**src/hdl/plc_pkg.sv**
```systemverilog
// Shared types, character codes, event codes and command/status bundles for the lock controller.
`default_nettype none

package plc_pkg;

    // Input word: one keypad symbol or one link byte.
    typedef struct packed {
        logic       kind;
        logic [7:0] symbol;
    } in_word_t;

    // Result word: one per accepted input word.
    typedef struct packed {
        logic       door_open;
        logic [2:0] event_res;
        logic [7:0] echo_char;
        logic       entry_wrapped;
        logic [3:0] digits_entered;
    } out_word_t;

    localparam logic KIND_KEYPAD = 1'b0;
    localparam logic KIND_LINK   = 1'b1;

    localparam logic [7:0] CH_ZERO = 8'h30;
    localparam logic [7:0] CH_NINE = 8'h39;
    localparam logic [7:0] CH_C    = 8'h43;
    localparam logic [7:0] CH_E    = 8'h45;
    localparam logic [7:0] CH_R    = 8'h52;
    localparam logic [7:0] CH_Y    = 8'h59;
    localparam logic [7:0] CH_N    = 8'h4E;

    localparam logic [2:0] EV_NONE    = 3'd0;
    localparam logic [2:0] EV_DIGIT   = 3'd1;
    localparam logic [2:0] EV_UNLOCK  = 3'd2;
    localparam logic [2:0] EV_WRONG   = 3'd3;
    localparam logic [2:0] EV_CANCEL  = 3'd4;
    localparam logic [2:0] EV_KEYCHG  = 3'd5;
    localparam logic [2:0] EV_REMCHG  = 3'd6;
    localparam logic [2:0] EV_REFUSED = 3'd7;

    // Class of work an input word needs.
    localparam logic [1:0] OP_SIMPLE = 2'd0;
    localparam logic [1:0] OP_UNLOCK = 2'd1;
    localparam logic [1:0] OP_KEYCHG = 2'd2;
    localparam logic [1:0] OP_REMOTE = 2'd3;

    typedef struct packed {
        logic load;
        logic exec;
        logic cmp_start;
        logic cpy_start;
        logic step;
        logic cmp_done;
        logic cpy_done;
        logic out_load;
    } plc_cmd_t;

    typedef struct packed {
        logic [1:0] op;
        logic       cmp_end;
        logic       cmp_match;
        logic       cpy_end;
    } plc_status_t;

endpackage

`default_nettype wire

```
**src/hdl/plc_ctrl.sv**
```systemverilog
// Sequencer for the lock controller: accepts a word, steps compare and copy walks, hands off results.
`default_nettype none

module plc_ctrl (
    input  wire                  clk,
    input  wire                  rst_n,
    input  wire                  in_valid,
    output logic                 in_stall,
    output logic                 out_valid,
    input  wire                  out_stall,
    input  plc_pkg::plc_status_t status,
    output plc_pkg::plc_cmd_t    cmd
);
    import plc_pkg::*;

    localparam logic [2:0] S_IDLE = 3'd0;
    localparam logic [2:0] S_EXEC = 3'd1;
    localparam logic [2:0] S_CMP  = 3'd2;
    localparam logic [2:0] S_CPY  = 3'd3;
    localparam logic [2:0] S_DONE = 3'd4;

    logic [2:0] state_reg;
    logic [2:0] state_next;
    logic       out_valid_reg;
    logic       out_valid_next;

    assign in_stall  = (state_reg != S_IDLE);
    assign out_valid = out_valid_reg;

    always_comb
    begin
        cmd            = '0;
        state_next     = state_reg;
        out_valid_next = out_valid_reg && out_stall;
        unique case (state_reg)
            S_IDLE:
            begin
                if (in_valid)
                begin
                    cmd.load   = 1'b1;
                    state_next = S_EXEC;
                end
            end
            S_EXEC:
            begin
                unique case (status.op)
                    OP_SIMPLE:
                    begin
                        cmd.exec   = 1'b1;
                        state_next = S_DONE;
                    end
                    OP_KEYCHG:
                    begin
                        cmd.cpy_start = 1'b1;
                        state_next    = S_CPY;
                    end
                    default:
                    begin
                        cmd.cmp_start = 1'b1;
                        state_next    = S_CMP;
                    end
                endcase
            end
            S_CMP:
            begin
                if (status.cmp_end)
                begin
                    cmd.cmp_done = 1'b1;
                    // A remote frame whose old password matched goes on to copy the new one.
                    if (status.op == OP_REMOTE && status.cmp_match)
                    begin
                        cmd.cpy_start = 1'b1;
                        state_next    = S_CPY;
                    end
                    else
                    begin
                        state_next = S_DONE;
                    end
                end
                else
                begin
                    cmd.step = 1'b1;
                end
            end
            S_CPY:
            begin
                if (status.cpy_end)
                begin
                    cmd.cpy_done = 1'b1;
                    state_next   = S_DONE;
                end
                else
                begin
                    cmd.step = 1'b1;
                end
            end
            S_DONE:
            begin
                if (!out_valid_reg || !out_stall)
                begin
                    cmd.out_load   = 1'b1;
                    out_valid_next = 1'b1;
                    state_next     = S_IDLE;
                end
            end
            default:
            begin
                state_next = S_IDLE;
            end
        endcase
    end

    always_ff @(posedge clk or negedge rst_n)
    begin
        if (!rst_n)
        begin
            state_reg     <= S_IDLE;
            out_valid_reg <= 1'b0;
        end
        else
        begin
            state_reg     <= state_next;
            out_valid_reg <= out_valid_next;
        end
    end

`ifndef NO_ASSERTIONS
    a_exec_after_accept: assert property (@(posedge clk) disable iff (!rst_n)
        state_reg == S_EXEC |-> $past(state_reg) == S_IDLE && $past(in_valid))
        else $error("decode stage entered without an accepted word");

    a_new_result_from_done: assert property (@(posedge clk) disable iff (!rst_n)
        $rose(out_valid_reg) |-> $past(state_reg) == S_DONE)
        else $error("result raised outside the hand-off state");

    a_held_result_blocks_handoff: assert property (@(posedge clk) disable iff (!rst_n)
        state_reg == S_DONE && out_valid_reg && out_stall |=> state_reg == S_DONE)
        else $error("result handed off over a stalled one");
`endif

endmodule

`default_nettype wire

```
**src/hdl/plc_datapath.sv**
```systemverilog
// Datapath of the lock controller: password and entry stores, link frame buffers, compare and copy walk.
`default_nettype none

module plc_datapath #(
    parameter int MAX_DIGITS = 10
) (
    input  wire                  clk,
    input  wire                  rst_n,
    input  plc_pkg::in_word_t    in_word,
    input  plc_pkg::plc_cmd_t    cmd,
    output plc_pkg::plc_status_t status,
    output plc_pkg::out_word_t   out_word
);
    import plc_pkg::*;

    localparam int CW = $clog2(MAX_DIGITS + 1);
    localparam int IW = $clog2(MAX_DIGITS);
    localparam logic [CW-1:0] MAX_CNT = CW'(MAX_DIGITS);

    localparam logic [1:0] PH_IDLE = 2'd0;
    localparam logic [1:0] PH_OLD  = 2'd1;
    localparam logic [1:0] PH_NEW  = 2'd2;

    // Control state.
    logic          lock_open_reg;
    logic [CW-1:0] pw_len_reg;
    logic [CW-1:0] entry_count_reg;
    logic [CW-1:0] old_count_reg;
    logic [CW-1:0] new_count_reg;
    logic [1:0]    link_phase_reg;
    logic [CW-1:0] idx_reg;
    logic [1:0]    op_reg;
    logic [7:0]    pw_reg [MAX_DIGITS];

    // Payload state.
    logic [7:0]    entry_reg [MAX_DIGITS];
    logic [7:0]    old_reg [MAX_DIGITS];
    logic [7:0]    new_reg [MAX_DIGITS];
    in_word_t      item_reg;
    logic          copy_reg;
    logic [2:0]    event_reg;
    logic [7:0]    echo_reg;
    logic          wrap_reg;
    out_word_t     out_reg;

    logic [1:0]    op_in;
    logic          is_digit;
    logic          entry_full;
    logic          remote;
    logic [CW-1:0] cmp_len;
    logic [CW-1:0] cpy_len;
    logic [IW-1:0] ix;
    logic [7:0]    src_byte;
    logic          len_eq;
    logic          at_end;
    logic          cmp_match;
    logic [IW-1:0] ent_wa;
    logic          ent_we;
    logic          old_we;
    logic          new_we;
    logic [CW+3:0] count_ext;

    // Classify the incoming word against the state it will see.
    always_comb
    begin
        if (in_word.kind == KIND_KEYPAD && in_word.symbol == CH_Y)
            op_in = lock_open_reg ? OP_KEYCHG : OP_UNLOCK;
        else if (in_word.kind == KIND_LINK && link_phase_reg == PH_NEW && in_word.symbol == CH_E)
            op_in = OP_REMOTE;
        else
            op_in = OP_SIMPLE;
    end

    assign is_digit   = (item_reg.symbol >= CH_ZERO) && (item_reg.symbol <= CH_NINE);
    assign entry_full = (entry_count_reg >= MAX_CNT);
    assign remote     = (op_reg == OP_REMOTE);
    assign cmp_len    = remote ? old_count_reg : entry_count_reg;
    assign cpy_len    = remote ? new_count_reg : entry_count_reg;
    assign ix         = idx_reg[IW-1:0];
    assign src_byte   = remote ? (copy_reg ? new_reg[ix] : old_reg[ix]) : entry_reg[ix];
    assign len_eq     = (cmp_len == pw_len_reg);
    assign at_end     = (idx_reg == cmp_len);
    assign cmp_match  = len_eq && at_end;

    assign status.op        = op_reg;
    assign status.cmp_match = cmp_match;
    assign status.cmp_end   = !len_eq || at_end || (src_byte != pw_reg[ix]);
    assign status.cpy_end   = (idx_reg == pw_len_reg);

    // Store write decode for simple words, written on exec.
    always_comb
    begin
        ent_we = cmd.exec && item_reg.kind == KIND_KEYPAD && is_digit;
        ent_wa = entry_full ? '0 : entry_count_reg[IW-1:0];
        old_we = cmd.exec && item_reg.kind == KIND_LINK && link_phase_reg == PH_OLD
                 && item_reg.symbol != CH_E && item_reg.symbol != CH_R
                 && old_count_reg < MAX_CNT;
        new_we = cmd.exec && item_reg.kind == KIND_LINK && link_phase_reg == PH_NEW
                 && item_reg.symbol != CH_E && item_reg.symbol != CH_R
                 && new_count_reg < MAX_CNT;
    end

    always_ff @(posedge clk or negedge rst_n)
    begin
        if (!rst_n)
        begin
            lock_open_reg   <= 1'b0;
            pw_len_reg      <= CW'(4);
            entry_count_reg <= '0;
            old_count_reg   <= '0;
            new_count_reg   <= '0;
            link_phase_reg  <= PH_IDLE;
            idx_reg         <= '0;
            op_reg          <= OP_SIMPLE;
            for (int i = 0; i < MAX_DIGITS; i++)
                pw_reg[i] <= (i < 4) ? CH_ZERO : 8'd0;
        end
        else
        begin
            if (cmd.load)
                op_reg <= op_in;

            if (cmd.exec)
            begin
                if (item_reg.kind == KIND_KEYPAD)
                begin
                    if (item_reg.symbol == CH_N)
                    begin
                        lock_open_reg   <= 1'b0;
                        entry_count_reg <= '0;
                    end
                    else if (is_digit)
                    begin
                        entry_count_reg <= CW'(ent_wa) + CW'(1);
                    end
                end
                else if (link_phase_reg == PH_OLD || link_phase_reg == PH_NEW)
                begin
                    if (item_reg.symbol == CH_E)
                        link_phase_reg <= PH_IDLE;
                    else if (item_reg.symbol == CH_R)
                        link_phase_reg <= (link_phase_reg == PH_OLD) ? PH_NEW : PH_IDLE;
                    else if (old_we)
                        old_count_reg <= old_count_reg + CW'(1);
                    else if (new_we)
                        new_count_reg <= new_count_reg + CW'(1);
                end
                else if (item_reg.symbol == CH_C)
                begin
                    link_phase_reg <= PH_OLD;
                    old_count_reg  <= '0;
                    new_count_reg  <= '0;
                end
                else
                begin
                    link_phase_reg <= PH_IDLE;
                end
            end

            if (cmd.cmp_start || cmd.cpy_start)
                idx_reg <= '0;
            else if (cmd.step)
                idx_reg <= idx_reg + CW'(1);

            if (cmd.cpy_start)
                pw_len_reg <= cpy_len;

            // The copy walk writes one password byte per step.
            if (cmd.step && copy_reg)
                pw_reg[ix] <= src_byte;

            if (cmd.cmp_done)
            begin
                if (remote)
                begin
                    link_phase_reg <= PH_IDLE;
                end
                else
                begin
                    entry_count_reg <= '0;
                    if (cmp_match)
                        lock_open_reg <= 1'b1;
                end
            end

            if (cmd.cpy_done && !remote)
            begin
                lock_open_reg   <= 1'b0;
                entry_count_reg <= '0;
            end
        end
    end

    assign count_ext = {4'd0, entry_count_reg};

    always_ff @(posedge clk)
    begin
        if (cmd.load)
        begin
            item_reg  <= in_word;
            event_reg <= EV_NONE;
            echo_reg  <= 8'd0;
            wrap_reg  <= 1'b0;
        end

        if (cmd.cmp_start)
            copy_reg <= 1'b0;
        else if (cmd.cpy_start)
            copy_reg <= 1'b1;

        if (ent_we)
            entry_reg[ent_wa] <= item_reg.symbol;
        if (old_we)
            old_reg[old_count_reg[IW-1:0]] <= item_reg.symbol;
        if (new_we)
            new_reg[new_count_reg[IW-1:0]] <= item_reg.symbol;

        if (cmd.exec)
        begin
            if (item_reg.kind == KIND_KEYPAD)
            begin
                if (item_reg.symbol == CH_N)
                begin
                    event_reg <= EV_CANCEL;
                end
                else if (is_digit)
                begin
                    event_reg <= EV_DIGIT;
                    echo_reg  <= item_reg.symbol;
                    wrap_reg  <= entry_full;
                end
            end
            else if ((link_phase_reg == PH_OLD || link_phase_reg == PH_NEW)
                     && item_reg.symbol == CH_E)
            begin
                // Only a frame still in its old-password part gets here.
                event_reg <= EV_REFUSED;
            end
        end

        if (cmd.cmp_done)
        begin
            if (remote)
                event_reg <= cmp_match ? EV_NONE : EV_REFUSED;
            else
                event_reg <= cmp_match ? EV_UNLOCK : EV_WRONG;
        end

        if (cmd.cpy_done)
            event_reg <= remote ? EV_REMCHG : EV_KEYCHG;

        if (cmd.out_load)
        begin
            out_reg.door_open      <= lock_open_reg;
            out_reg.event_res      <= event_reg;
            out_reg.echo_char      <= echo_reg;
            out_reg.entry_wrapped  <= wrap_reg;
            out_reg.digits_entered <= count_ext[3:0];
        end
    end

    assign out_word = out_reg;

`ifndef NO_ASSERTIONS
    a_entry_bound: assert property (@(posedge clk) disable iff (!rst_n)
        entry_count_reg <= MAX_CNT && old_count_reg <= MAX_CNT && new_count_reg <= MAX_CNT)
        else $error("buffer count past capacity");

    a_pw_len_bound: assert property (@(posedge clk) disable iff (!rst_n)
        pw_len_reg <= MAX_CNT)
        else $error("password length past capacity");

    a_copy_in_range: assert property (@(posedge clk) disable iff (!rst_n)
        cmd.step && copy_reg |-> idx_reg < pw_len_reg)
        else $error("copy walk wrote beyond the new password length");

    a_walk_ends_at_length: assert property (@(posedge clk) disable iff (!rst_n)
        cmd.step && !copy_reg |-> idx_reg < cmp_len)
        else $error("compare walk stepped past the entry length");
`endif

endmodule

`default_nettype wire

```
**src/hdl/password_lock_controller.sv**
```systemverilog
// Top level of the keypad and serial-link door lock controller.
`default_nettype none

// Door lock controller. Each accepted input word (a keypad symbol or a link byte)
// gives exactly one result word carrying the lock state, an event code, the echoed
// digit, a wrap flag and the current digit count. A digit, a cancel or a link byte
// that does not finish a frame is accepted, executed and then handed off before the
// next word is accepted. Checking an entry walks the stored password one byte per
// cycle and stops at the first differing digit, at the end of the entry on a full
// match, or at once when the lengths differ. A keypad password change walks the
// entry instead, copying it into the password. A link frame closed by 'E' after
// 'R' compares its old password the same way and, on a match, copies the new one.
// A result that is not yet taken holds in the output register; the next word is
// accepted meanwhile and its result waits until the register is free.
module password_lock_controller #(
    parameter int MAX_DIGITS = 10
) (
    input  wire                clk,
    input  wire                rst_n,
    input  wire                in_valid,
    output logic               in_stall,
    input  plc_pkg::in_word_t  in_word,
    output logic               out_valid,
    input  wire                out_stall,
    output plc_pkg::out_word_t out_word
);
    import plc_pkg::*;

    plc_cmd_t    cmd;
    plc_status_t status;

    plc_ctrl u_ctrl (
        .clk       (clk),
        .rst_n     (rst_n),
        .in_valid  (in_valid),
        .in_stall  (in_stall),
        .out_valid (out_valid),
        .out_stall (out_stall),
        .status    (status),
        .cmd       (cmd)
    );

    plc_datapath #(
        .MAX_DIGITS (MAX_DIGITS)
    ) u_datapath (
        .clk      (clk),
        .rst_n    (rst_n),
        .in_word  (in_word),
        .cmd      (cmd),
        .status   (status),
        .out_word (out_word)
    );

endmodule

`default_nettype wire

```
**config.mk**
```make
export PLATFORM = sky130hd
export DESIGN_NAME = password_lock_controller
export DESIGN_NICKNAME = d
export VERILOG_FILES = /design/src/hdl/plc_pkg.sv /design/src/hdl/plc_ctrl.sv /design/src/hdl/plc_datapath.sv /design/src/hdl/password_lock_controller.sv
export SDC_FILE = /design/constraint.sdc
export NUM_CORES = 1
export LEC_CHECK = 0
export ABC_AREA = 1
export BUFFER_PORTS_ARGS = -buffer_cell sky130_fd_sc_hd__buf_4
export CAP_MARGIN = 15
export CORE_MARGIN = 8
export CORE_UTILIZATION = 45
export DETAILED_ROUTE_END_ITERATION = 8
export SETUP_SLACK_MARGIN = 0.4
export SYNTH_ARGS = -nofsm -noshare
export SYNTH_HDL_FRONTEND = slang
export SYNTH_SLANG_ARGS = --single-unit
export TNS_END_PERCENT = 20
```
**constraint.sdc**
```tcl
create_clock -name clk -period 4.1 [get_ports clk]
set_input_delay 0.205 -clock clk [delete_from_list [all_inputs] [get_ports clk]]
set_output_delay 0.205 -clock clk [all_outputs]
set_load 0.01 [all_outputs]
```
### After elaboration in Yosys (flattened, before gate mapping)

Memories as Yosys holds them, arrays and structs flattened.
Cells that the tools add are included.

* flip-flop bits (word level): 148
* memory bits (writable): 240
* input port bits: 13
* output and inout bits: 19
* memories: 3

Memory list
* u_datapath.entry_reg: depth 10, width 8, rd ports 1, clocked after memory_dff 0, wr ports 1, line plc_datapath.sv:36 `logic [7:0] entry_reg [MAX_DIGITS];`
* u_datapath.new_reg: depth 10, width 8, rd ports 1, clocked after memory_dff 0, wr ports 1, line plc_datapath.sv:38 `logic [7:0] new_reg [MAX_DIGITS];`
* u_datapath.old_reg: depth 10, width 8, rd ports 1, clocked after memory_dff 0, wr ports 1, line plc_datapath.sv:37 `logic [7:0] old_reg [MAX_DIGITS];`

* $add $sub $neg: 4
* $lt $le $gt $ge: 7
* equality and inequality tests: 29
* muxes and demuxes: 104
* bitwise logic cells: 3
* reduce and logical (&&, ||, !) cells: 40

Operator list (number)
* $mux W4: 22
* $bwmux W80: 1
* $mux W8: 10
* $eq A8 B7 Y1 const B: 6
* $mux W3: 15
* $mux W1: 37
* $bmux W8 S4: 1
* $demux W8 S4: 1
* $mux W2: 13
* $logic_and A1 B1 Y1: 22
* $add A4 B1 Y4 const B: 4
* $ne A8 B7 Y1 const B: 2
* $pmux W3 S5: 1
* $eq A4 B4 Y1: 3
* $ne A2 B2 Y1 const B: 6
* $ge A8 B6 Y1 const B: 1
* $le A8 B6 Y1 const B: 1
* $lt A4 B4 Y1 const B: 2
* $ne A8 B8 Y1: 1
* $reduce_and A7 Y1: 1
* $eq A2 B2 Y1 const B: 3
* $eq A3 B2 Y1 const B: 2
* $ne A2 B1 Y1 const B: 3
* $pmux W3 S2: 1
* other kinds (18): 28

### Logic depth before layout (Yosys ltp)

Gate-level depths: netlist (run 1).

* depth in word-level cells: 14
* mapped depth: 21
* mapped depth without buffers: 20

### By module

A second synthesis (run 1) with hierarchy kept.

* cell total of the unflattened synthesis: 1848
* area total of the unflattened synthesis: 17733.3 um^2

Modules (own cells, without submodules)
* plc_datapath: instances 1, cells each 1786, area each 17360.4 um^2
* plc_ctrl: instances 1, cells each 62, area each 372.9 um^2

### Worst setup path before layout (run 1)

OpenSTA, ideal clock, no wires.

* path kind: reg-to-reg
* start point: reg u_datapath.item_reg[6] (netlist bit)
* end point: mem u_datapath.entry_reg[6][0] (enable)
* setup time: 0.395 ns
* arrival: 2.148 ns
* data required time: 3.705 ns
* slack: 1.558 ns
* cell stages (with the launch flop): 6
* path buffers: 0
* clock period less this slack: 2.542 ns
* cells stage by stage: edfxtp_1 -> nor2_1 -> nand3_1 -> a211oi_1 -> inv_1 -> nor4_1

* longest elaborated chain between the ends: 5
* elaborated cells between the ends (all ways): 6
* classes of those cells: order compare: 2; mux: 2; reduce/logical: 2

RTL lines
* start: declaration: line plc_datapath.sv:39 `in_word_t item_reg;`
* start signal: assignment: line plc_datapath.sv:200 `item_reg <= in_word;`
* $ge A8 B6 Y1 / $le A8 B6 Y1 (equally long branches): line plc_datapath.sv:74 `assign is_digit = (item_reg.symbol >= CH_ZERO) && (item_reg.symbol <= CH_NINE);`
* $logic_and A1 B1 Y1 *: line plc_datapath.sv:74
* $logic_and A1 B1 Y1 *: line plc_datapath.sv:93 `ent_we = cmd.exec && item_reg.kind == KIND_KEYPAD && is_digit;`
* $mux W1 *: line plc_datapath.sv:211 `if (ent_we)`
* $mux W1 (implied by the code) *: line plc_datapath.sv:212 `entry_reg[ent_wa] <= item_reg.symbol;`
* end: declaration: line plc_datapath.sv:36

Mark *: on every way between the ends. The rest lies on a longest branch, timed or not.

### Worst setup path in the final report (run 1)

* start point: reg u_datapath.idx_reg[0]
* end point: reg u_datapath.pw_reg[56] (netlist bit)

* longest elaborated chain between the ends: 9
* elaborated cells between the ends (all ways): 24
* classes of those cells: order compare: 2; eq/ne: 3; mux: 11; bitwise: 1; reduce/logical: 4; memory: 3

RTL lines
* start: declaration: line plc_datapath.sv:31 `logic [CW-1:0] idx_reg;`
* start signal: assignment: line plc_datapath.sv:163 `idx_reg <= idx_reg + CW'(1);`
* $not A4 Y5 (implied by the code): line plc_datapath.sv:87, plc_datapath.sv:170
* $bmux W8 S4: line plc_datapath.sv:87 `assign status.cmp_end = !len_eq || at_end || (src_byte != pw_reg[ix]);`
* $mux W8 (implied by the code) (2 in a row): line plc_datapath.sv:87
* $ne A8 B8 Y1: line plc_datapath.sv:87
* $logic_or A1 B1 Y1: line plc_datapath.sv:87
* $mux W1: line plc_ctrl.sv:66 `if (status.cmp_end)`
* $pmux W1 S2: line plc_ctrl.sv:35 `unique case (state_reg)`
* $logic_and A1 B1 Y1: line plc_datapath.sv:169 `if (cmd.step && copy_reg)`
* end signal: indexed assignment: line plc_datapath.sv:116 `pw_reg[i] <= (i < 4) ? CH_ZERO : 8'd0;`
* end signal: indexed assignment: line plc_datapath.sv:170 `pw_reg[ix] <= src_byte;`
* end: declaration: line plc_datapath.sv:33 `logic [7:0] pw_reg [MAX_DIGITS];`

Several ways; a longest one is shown, not always the timed one. The select of a mux whose other input is x is not followed.
A chain may end at the register's enable or synchronous reset.

==> results of run 1 <==
timing repair:
item,in CTS,in global routing
gates resized for setup,0,17
hold buffers,11,0
endpoints found under the hold margin,53,0
endpoints found under the setup margin,0,70
setup buffers,0,1
layout by cell type, fill, tap and decap left out, drive strengths merged, types with 48 or more instances in the layout:
cell type and instances:
inv 181, o21ai 158, a21oi 48, nand2 565
nand4 58, edfxtp 266, buf 102, dfrtp 100
nand3 122, clkbuf 61, nor2 227
layout make-up:
| type | instances | area, µm² |
|---|---|---|
| repair buffers | 114 | 998 |
| fillers | 3591 | 19000 |
| clock buffers | 60 | 1190 |
| multi-input cells | 1252 | 5710 |
| flip-flops and latches | 388 | 11000 |
| well taps | 525 | 657 |
| inverters | 182 | 693 |
| clock inverters | 17 | 135 |
metrics by stage:
stage / total power, W / instance area [µm²]
finish: 0.0122 / 20400
CTS: 0.0121 / 20300
detailed placement: 0.00848 / 18800
floorplan: 0.00722 / 17800
global route: 0.0129 / 20400
global placement: 0.00843 / 18800
cells by family after synthesis:
kind of cell	count (synthesis)	synth area share [%]
compound gates	228	6.68
xor+xnor	13	0.640
buf+inv	266	6.44
flops	388	61.8
fa+ha+maj	18	1.27
simple gates	992	23.2
worst reg2reg max path: stages, from the launching register on:
cell     delay, ps
dfrtp_4        590
inv_8          180
buf_12         200
nand2_1         90
nand3_1         60
nand2_1         90
nand2_1         70
nand3_1        130
nand3_1        230
nand2_2        190
nand2_1        120
nand2_1         60
nor2_1         230
nand4_4        230
nand2_8        220
buf_4          220
nand2_1        190
nand2_1        130
nand2_1         50
inv_1           60
power groups by stage:
stage,clock network [W],registers [W],logic [W]
CTS,0.00372,0.00476,0.00366
global route,0.00388,0.00480,0.00421
global placement,0,0.00483,0.00359
detailed placement,0,0.00484,0.00364
finish,0.00365,0.00477,0.00378
floorplan,0,0.00482,0.00240
how the worst max path moves through the flow:
stage / from / endpoint / slack, ps
2_1_floorplan: u_datapath.item_reg[6] / u_datapath.entry_reg[6][0] / 1560
3_3_place_gp: u_datapath.idx_reg[0] / u_datapath.pw_reg[56] / 600
3_5_place_dp: u_datapath.idx_reg[0] / u_datapath.pw_reg[56] / 500
5_1_grt: u_datapath.idx_reg[0] / u_datapath.pw_reg[63] / 400
4_1_cts: u_datapath.idx_reg[0] / u_datapath.pw_reg[56] / 490
6_report: u_datapath.idx_reg[0] / u_datapath.pw_reg[56] / 720
routing by layer:
layer,part of all wire (%),track usage (%)
met1,44,27.2
met2,47,32.6
met3,5.9,3.17
met4,3.4,8.84
met5,0,0
==> flow_metrics.py, run 1 <==
metrics = {
    "outcome": {
        "status": "complete, no violations",
    },
    "power": {
        "p_clk_share_pct": 29.9,
        "irDropWorstVdd_mv": 0.356,
        "power_frac_comb_pct": 31.0,
        "p_leak_nw": 8.84,
        "seqPwrFrac_pct": 39.1,
        "switching_share_pct": 36.5,
        "p_sw_w": 0.00445,
        "p_int_w": 0.00775,
        "cellPowerDensity_mw_per_mm2": 599,
    },
    "detailed_routing": {
        "antenna_left": 0,
        "vias": 13400,
        "drt-vias-per-instance": 5.30,
        "wl_um": 47800,
        "first_pass_iters": 6,
        "route.detailed.drc": 0,
        "wire_per_inst_um": 18.8,
        "drt_iter0_markers": 1170,
    },
    "die": {
        "die_area_mm2": 0.0461,
        "pin_count": 32,
        "coreArea_mm2": 0.0394,
        "die_x_um": 215,
        "fp-row-count": 73,
        "initial_utilization_pct": 45.2,
        "die_y_um": 215,
    },
    "synth": {
        "ys_top_cells_by_count": "nand2_1 (556), edfxtp_1 (266), nor2_1 (224)",
        "synth-seq-cells": 388,
        "synth.area.top_cells": "edfxtp_1 (45%), dfrtp_1 (14%), nand2_1 (12%), nor2_1 (4.7%), inv_1 (3.7%)",
        "syn_area_mm2": 0.0178,
        "post-synth-top-area-fraction_pct": 44.9,
        "netlist_instances": 1905,
        "seq_area_frac_synth_pct": 61.8,
        "synth_ff_type": "edfxtp_1",
        "synth_cell_types": 42,
        "synth.largest_area_cell": "edfxtp_1",
        "synth_warnings": 0,
        "synth_enable_flop_cells": 266,
        "syn_avg_cell_area_um2": 9.34,
        "async_reset_ff_share_pct": 28.1,
        "synth_nets": 1936,
        "synth_most_common_cell": "nand2_1",
    },
    "sta": {
        "rsz0062_at_grt": "false",
        "finalSetupViolations": 0,
        "hold_viol": 0,
        "slew_headroom_pct": 36.5,
        "worst_slew_pin_slew_ps": 945,
        "skew_ps": 25.1,
        "finalCritPeriodShare_pct": 82.5,
        "setup_ws_ps": 717,
        "hold_slack_ps": 58.3,
        "tns_ps": 0,
        "finalCriticalPeriod_ps": 3380,
        "max_freq_mhz": 296,
        "drv_slew": 0,
    },
    "critical_path": {
        "cp-end-kind": "flop",
        "path_cells": "inv_8 > buf_12 > nand2_1 > nand3_1 > nand2_1 > nand2_1 > nand3_1 > nand3_1 > nand2_2 > nand2_1 > nand2_1 > nor2_1 > nand4_4 > nand2_8 > buf_4 > nand2_1 > nand2_1 > nand2_1 > inv_1",
        "cp_common_cell": "nand2_1",
        "path_buf_inv": 4,
        "r2r-start": "u_datapath.idx_reg[0]",
        "reg2reg_setup_slack_ps": 720,
        "crit_family": "simple AND/OR/NAND/NOR gates",
        "reg2reg_to": "u_datapath.pw_reg[56]",
        "reg2regPathDepth": 19,
        "cpPeakStageDelay_ps": 590,
        "setup.worst_path.start_class": "flop",
        "crit_cells": 19,
        "critical-path-slowest-cell": "dfrtp_4",
        "cp.arrival_ps": 3880,
        "worstSetupPathType": "flop to flop",
        "required_ps": 4600,
        "worstPathMaxFanout": 29,
    },
    "place": {
        "dp.cells": 2447,
        "routabilityCongestion": 0.851,
        "port_buffers": 31,
        "place_ws_ps": 502,
        "hpwl_um": 30700,
    },
    "clock_network": {
        "cts_made_buffers": 43,
        "clock_sinks": 388,
        "clk_pin_slew_ps": 60,
        "clk_latency_ps": 570,
        "cts_max_level": 2,
        "root_buffer": "clkbuf_16",
        "clock_path_buffers": 3,
        "cts_tree": "built",
    },
    "hold_path": {
        "holdPathEnd": "u_ctrl.state_reg[0]",
        "min-delay-start": "in_valid",
        "hold_path.class": "primary input to flop",
        "min_path_cells": 5,
    },
    "global_route": {
        "grt.total_usage_pct": 20.4,
        "first_global_vias": 13100,
        "grt-ovfl-total": 0,
        "grt_pass1_wl_um": 74500,
        "grt_max_degree": 85,
        "antenna_found_initial": 0,
    },
    "final_layout": {
        "area_growth_syn_to_layout_pct": 14.5,
        "fin_util_pct": 51.8,
        "drive_above_1_share_pct": 10.2,
        "fin_nets": 2012,
        "insertedDiodeCount": 0,
        "instances_no_fill": 2538,
    },
    "run": {
        "drv_cap": 0,
    },
}
Power figures use the tool's default switching activity.
==> run 2, diff against run 1 <==
--- a/config.mk
+++ b/config.mk
@@ -5,7 +5,7 @@
 export SDC_FILE = /design/constraint.sdc
 export NUM_CORES = 1
 export LEC_CHECK = 0
-export ABC_AREA = 1
+export ABC_AREA = 0
 export BUFFER_PORTS_ARGS = -buffer_cell sky130_fd_sc_hd__buf_4
 export CAP_MARGIN = 15
 export CORE_MARGIN = 8
==> constraint.sdc (replaced) <==
create_clock -name clk -period 3.15 [get_ports clk]
set_input_delay 0.1575 -clock clk [delete_from_list [all_inputs] [get_ports clk]]
set_output_delay 0.1575 -clock clk [all_outputs]
set_load 0.01 [all_outputs]
==> flow_metrics.py, run 2 <==
metrics = {
    "final_layout": {
        "multi_input_comb_area_mm2": 0.00599,
        "insertedDiodeCount": 0,
        "fin_util_pct": 55.8,
        "fin_nets": 1359,
        "mostFrequentLayoutCells": "edfxtp_1 (266), buf_4 (182), dfrtp_1 (98)",
        "drive_above_1_share_pct": 35.4,
        "final_common_cell": "edfxtp_1",
        "area_growth_syn_to_layout_pct": 22.4,
        "register_area_mm2": 0.0110,
        "nFillCells": 2990,
        "instances_no_fill": 1868,
        "final_area_mm2": 0.0210,
    },
    "synth": {
        "post-synth-top-area-fraction_pct": 46.6,
        "syn_area_mm2": 0.0171,
        "synth-seq-cells": 388,
        "netlist_instances": 1124,
        "synth.largest_area_cell": "edfxtp_1",
        "synth_enable_flop_cells": 266,
        "synth_cell_types": 82,
        "syn_avg_cell_area_um2": 15.2,
        "seq_area_frac_synth_pct": 64.1,
        "ys_top_cells_by_count": "edfxtp_1 (266), dfrtp_1 (100), mux2_2 (91)",
        "synth_ff_type": "edfxtp_1",
        "synth.area.top_cells": "edfxtp_1 (47%), dfrtp_1 (15%), mux2_2 (6.0%), mux4_2 (4.6%), mux2i_1 (3.2%)",
        "synth_nets": 1155,
        "synth_warnings": 0,
        "async_reset_ff_share_pct": 28.1,
        "synth_most_common_cell": "edfxtp_1",
    },
    "power": {
        "cellPowerDensity_mw_per_mm2": 537,
        "power_frac_comb_pct": 7.4,
        "p_int_w": 0.00867,
        "irDropWorstVdd_mv": 0.612,
        "p_clk_share_pct": 41.3,
        "p_leak_nw": 7.93,
        "switching_share_pct": 23.0,
        "seqPwrFrac_pct": 51.4,
        "p_sw_w": 0.00259,
    },
    "detailed_routing": {
        "vias": 10700,
        "first_pass_iters": 5,
        "wl_um": 44500,
        "drt-vias-per-instance": 5.71,
        "drt_iter0_markers": 827,
        "route.detailed.drc": 0,
        "antenna_left": 0,
        "wire_per_inst_um": 23.8,
    },
    "sta": {
        "finalCriticalPeriod_ps": 3710,
        "skew_ps": 29.2,
        "max_freq_mhz": 270,
        "slew_headroom_pct": 33.5,
        "hold_slack_ps": 186,
        "setup_ws_ps": -560,
        "worst_slew_pin_slew_ps": 997,
        "drv_slew": 0,
        "finalCritPeriodShare_pct": 118,
        "finalSetupViolations": 96,
        "rsz0062_at_grt": "true",
        "hold_viol": 0,
    },
    "run": {
        "drv_cap": 0,
    },
    "die": {
        "initial_utilization_pct": 45.6,
        "die_area_mm2": 0.0446,
        "coreArea_mm2": 0.0376,
        "fp-row-count": 71,
        "pin_count": 32,
        "die_y_um": 211,
        "die_x_um": 211,
    },
    "place": {
        "placed_area_mm2": 0.0191,
        "hpwl_um": 30700,
        "routabilityCongestion": 0.850,
        "port_buffers": 31,
        "dp.cells": 1773,
        "place_ws_ps": -868,
    },
    "critical_path": {
        "critical-path-slowest-cell": "dfrtp_4",
        "worstPathMaxFanout": 32,
        "cp_common_cell": "buf_12",
        "cp-end-kind": "flop",
        "required_ps": 3580,
        "path_cells": "buf_12 > mux2i_1 > o22ai_1 > a2111o_1 > and3_4 > a221oi_2 > o2111ai_2 > nor4_4 > buf_6 > buf_12 > o2111ai_4 > mux2_4",
        "worstSetupPathType": "flop to flop",
        "cpPeakStageDelay_ps": 510,
        "cp.arrival_ps": 4140,
        "setup.worst_path.start_class": "flop",
    },
    "global_route": {
        "grt-ovfl-total": 0,
        "grt_pass1_wl_um": 67500,
        "grt_max_degree": 49,
        "grt.total_usage_pct": 20.1,
        "first_global_vias": 10800,
        "antenna_found_initial": 2,
    },
    "hold_path": {
        "hold_path.class": "primary input to asynchronous set/reset pin",
    },
    "outcome": {
        "status": "finished with violations",
        "violations": "negative setup slack",
    },
    "clock_network": {
        "root_buffer": "clkbuf_16",
        "cts_made_buffers": 41,
        "clk_latency_ps": 570,
        "clock_sinks": 388,
        "clock_path_buffers": 3,
        "cts_tree": "built",
        "clk_pin_slew_ps": 60,
        "cts_max_level": 2,
    },
}
==> run 2: changes by cell type in the layout (fill, tap and decap cells not counted), moves of 84 or more <==
cell,before,now
inv_1,173,18
nor2_1,222,47
mux2_2,0,90
buf_4,93,182
nand3_1,115,12
nand2_1,556,57
o21ai_0,110,26
==> run 2: layer usage <==
layer / part of all wire (%) / wire length (µm) / GRT usage (%)
met4: 2.9 / 1290 / 6.90
met1: 43 / 19000 / 27.0
met3: 6.7 / 2960 / 4.38
met2: 48 / 21200 / 32.0
met5: 0.061 / 27 / 0
==> run 2: power by group through the flow <==
stage / combinational, W / clock [W] / sequential, W
after floorplan: 0.000254 / 0 / 0.00600
after global placement: 0.000795 / 0 / 0.00588
after detailed placement: 0.000816 / 0 / 0.00589
after CTS: 0.000832 / 0.00476 / 0.00578
after global routing: 0.000903 / 0.00495 / 0.00579
final: 0.000828 / 0.00465 / 0.00579
==> run 2: cell type report <==
cell class,count,area share (%)
inverters,19,0.340
multi-input cells,655,28.6
well taps,511,3.05
clock inverters,24,1.04
flip-flops and latches,388,52.4
clock buffers,48,5.07
repair buffers,223,9.49
==> run 2: worst max-delay path: cells and delay by family, from the launching register on <==
kind	cells	cell delay [ps]
mux	2	840
simple gates	2	370
buf+inv	3	540
compound gates	5	1270
flops	1	510
==> run 2: final timing paths <==
path,start,end,slack [ps],cells after the start
min reg2reg,u_datapath.echo_reg[2],u_datapath.out_word[7],430,0
max reg2reg,u_datapath.idx_reg[1],u_datapath.pw_reg[65],-560,12
max in group asynchronous,rst_n,u_datapath.pw_reg[31],2090,3
max,u_datapath.idx_reg[1],u_datapath.pw_reg[65],-560,12
min,rst_n,u_datapath.pw_reg[64],190,2
min in group clk,in_word[5],u_datapath.item_reg[5],340,2
==> run 2: stage by stage <==
step                TNS, ps  power (W)
floorplan            -10150    0.00626
global placement     -65940    0.00668
detailed placement   -71680    0.00670
CTS                  -41340     0.0114
global route         -55400     0.0116
finish               -43330     0.0113
==> run 2: timing repair <==
action / CTS / global route
endpoints found under the setup margin: 134 / 206
buffers inserted: 5 / 5
hold buffers: 12 / 0
gates resized for setup: 39 / 50
gates cloned: 1 / 0
pin swaps: 1 / 14
hold endpoints to repair: 54 / 0
==> run 2: cell families after synthesis <==
logic type,share of synthesized area (%)
muxes,16.4
and+or+nand+nor,7.79
buffers and inverters,2.49
AOI/OAI and AO/OA,7.06
adders and majority gates,1.31
xor gates and xnor gates,0.767
DFF,64.1
==> run 3, diff against run 2 <==
--- a/config.mk
+++ b/config.mk
@@ -8,9 +8,13 @@
 export ABC_AREA = 0
 export BUFFER_PORTS_ARGS = -buffer_cell sky130_fd_sc_hd__buf_4
 export CAP_MARGIN = 15
+export CELL_PAD_IN_SITES_DETAIL_PLACEMENT = 2
+export CELL_PAD_IN_SITES_GLOBAL_PLACEMENT = 2
+export CORE_ASPECT_RATIO = 0.75
 export CORE_MARGIN = 8
 export CORE_UTILIZATION = 45
 export DETAILED_ROUTE_END_ITERATION = 8
+export PLACE_DENSITY_LB_ADDON = 0.1
 export SETUP_SLACK_MARGIN = 0.4
 export SYNTH_ARGS = -nofsm -noshare
 export SYNTH_HDL_FRONTEND = slang
==> flow_metrics.py, run 3 (synthesis gave the netlist of run 2 again) <==
metrics = {
    "sta": {
        "max_freq_mhz": 238,
        "setup_ws_ps": -1050,
        "hold_viol": 0,
        "rsz0062_at_grt": "true",
        "finalSetupViolations": 96,
        "finalCritPeriodShare_pct": 133,
        "finalCriticalPeriod_ps": 4200,
        "slew_headroom_pct": 15.3,
        "tns_ps": -91710,
        "worst_slew_pin_slew_ps": 1270,
        "skew_ps": 33.7,
        "drv_slew": 0,
    },
    "detailed_routing": {
        "wire_per_inst_um": 36.6,
        "first_pass_iters": 6,
        "drt-vias-per-instance": 6.36,
        "wl_um": 70900,
        "antenna_left": 0,
        "vias": 12300,
        "drt_iter0_markers": 1207,
        "route.detailed.drc": 0,
    },
    "final_layout": {
        "fin_util_pct": 58.0,
        "fin_nets": 1425,
        "nFillCells": 3267,
        "insertedDiodeCount": 0,
        "final_area_mm2": 0.0220,
        "drive_above_1_share_pct": 40.3,
        "final_common_cell": "edfxtp_1",
        "area_growth_syn_to_layout_pct": 28.5,
        "mostFrequentLayoutCells": "edfxtp_1 (266), buf_4 (229), dfrtp_1 (97)",
    },
    "clock_network": {
        "clock_sinks": 388,
        "clock_path_buffers": 3,
        "root_buffer": "clkbuf_16",
        "cts_max_level": 2,
        "cts_made_buffers": 41,
        "clk_pin_slew_ps": 70,
        "cts_tree": "built",
        "clk_latency_ps": 570,
    },
    "place": {
        "placed_area_mm2": 0.0194,
        "place_ws_ps": -755,
        "port_buffers": 31,
        "routabilityCongestion": 0.814,
        "hpwl_um": 39400,
    },
    "die": {
        "die_x_um": 241,
        "fp-row-count": 62,
        "die_area_mm2": 0.0446,
        "initial_utilization_pct": 45.2,
        "coreArea_mm2": 0.0379,
        "pin_count": 32,
        "die_y_um": 185,
    },
    "global_route": {
        "first_global_vias": 13100,
        "grt_pass1_wl_um": 94900,
        "grt-ovfl-total": 0,
        "grt.total_usage_pct": 29.4,
        "antenna_found_initial": 0,
        "grt_max_degree": 49,
    },
    "critical_path": {
        "cpPeakStageDelay_ps": 630,
        "path_buf_inv": 6,
        "r2r-start": "u_datapath.idx_reg[0]",
        "crit_family": "compound AO/OA/AOI/OAI gates",
        "worstPathMaxFanout": 10,
        "cp-end-kind": "flop",
        "worstSetupPathType": "flop to flop",
        "cp_common_cell": "buf_4",
        "path_cells": "buf_6 > buf_4 > mux4_2 > a211oi_1 > a221oi_2 > buf_4 > a221oi_4 > o2111ai_4 > nor4_4 > buf_4 > buf_16 > o2111ai_4 > buf_8 > mux2_4",
        "cp.arrival_ps": 4640,
        "startpoint": "u_datapath.idx_reg[0]",
        "setup.worst_path.start_class": "flop",
        "critical-path-slowest-cell": "mux4_2",
        "required_ps": 3590,
    },
    "run": {
        "drv_cap": 0,
    },
    "hold_path": {
        "hold_path.class": "primary input to asynchronous set/reset pin",
    },
    "outcome": {
        "violations": "negative setup slack",
        "status": "finished with violations",
    },
    "power": {
        "p_leak_nw": 8.42,
        "cellPowerDensity_mw_per_mm2": 557,
        "irDropWorstVdd_mv": 0.608,
        "finalPower_w": 0.0123,
    },
}
[run 3: final cells by class]
cell class                      count  area (µm²)  share of cell area, %
Clock inverter                     17         278                   1.26
Tap cell                          512         641                   2.91
Inverter                           19        71.3                  0.324
Multi-Input combinational cell    655        6190                   28.1
Clock buffer                       59        1180                   5.34
Timing Repair Buffer              289        2660                   12.1
Sequential cell                   388       11000                   49.9
[run 3: report_power, final]
group          internal, W  total [W]  switching, W
registers          0.00573    0.00579     0.0000676
logic             0.000294   0.000975      0.000681
clock network      0.00319    0.00550       0.00230
[run 3: per-stage QoR]
step | instances | hold WS [ps]
finish | 1939 | 231
CTS | 1915 | 211
global placement | 1806 | 237
detailed placement | 1806 | 231
global route | 1939 | 255
floorplan | 1124 | -138
[run 3: final timing paths]
check                                      endpoint  slack, ps  depth (start not counted)
min                           u_datapath.pw_reg[32]        230                          2
min in group clk             u_datapath.item_reg[1]        330                          2
max reg2reg                   u_datapath.pw_reg[17]      -1050                         14
max in group asynchronous  u_datapath.pw_len_reg[2]       2080                          3
min reg2reg                 u_datapath.out_word[10]        430                          0
max                           u_datapath.pw_reg[17]      -1050                         14
[run 3: what timing repair did]
item | in CTS | in global routing
gates resized for setup | 60 | 79
pin swaps | 8 | 19
setup endpoints to repair | 142 | 246
setup buffers | 19 | 24
gates cloned | 2 | 0
endpoints found under the hold margin | 54 | 0
hold buffers | 12 | 0
[run 3: metal layers]
metal	routed length, µm	up-vias	global-route usage (%)
li1	-	4900	-
met1	28700	6574	38.2
met2	34300	655	48.9
met3	4710	201	5.93
met4	3170	0	10.5
met5	0	-	0
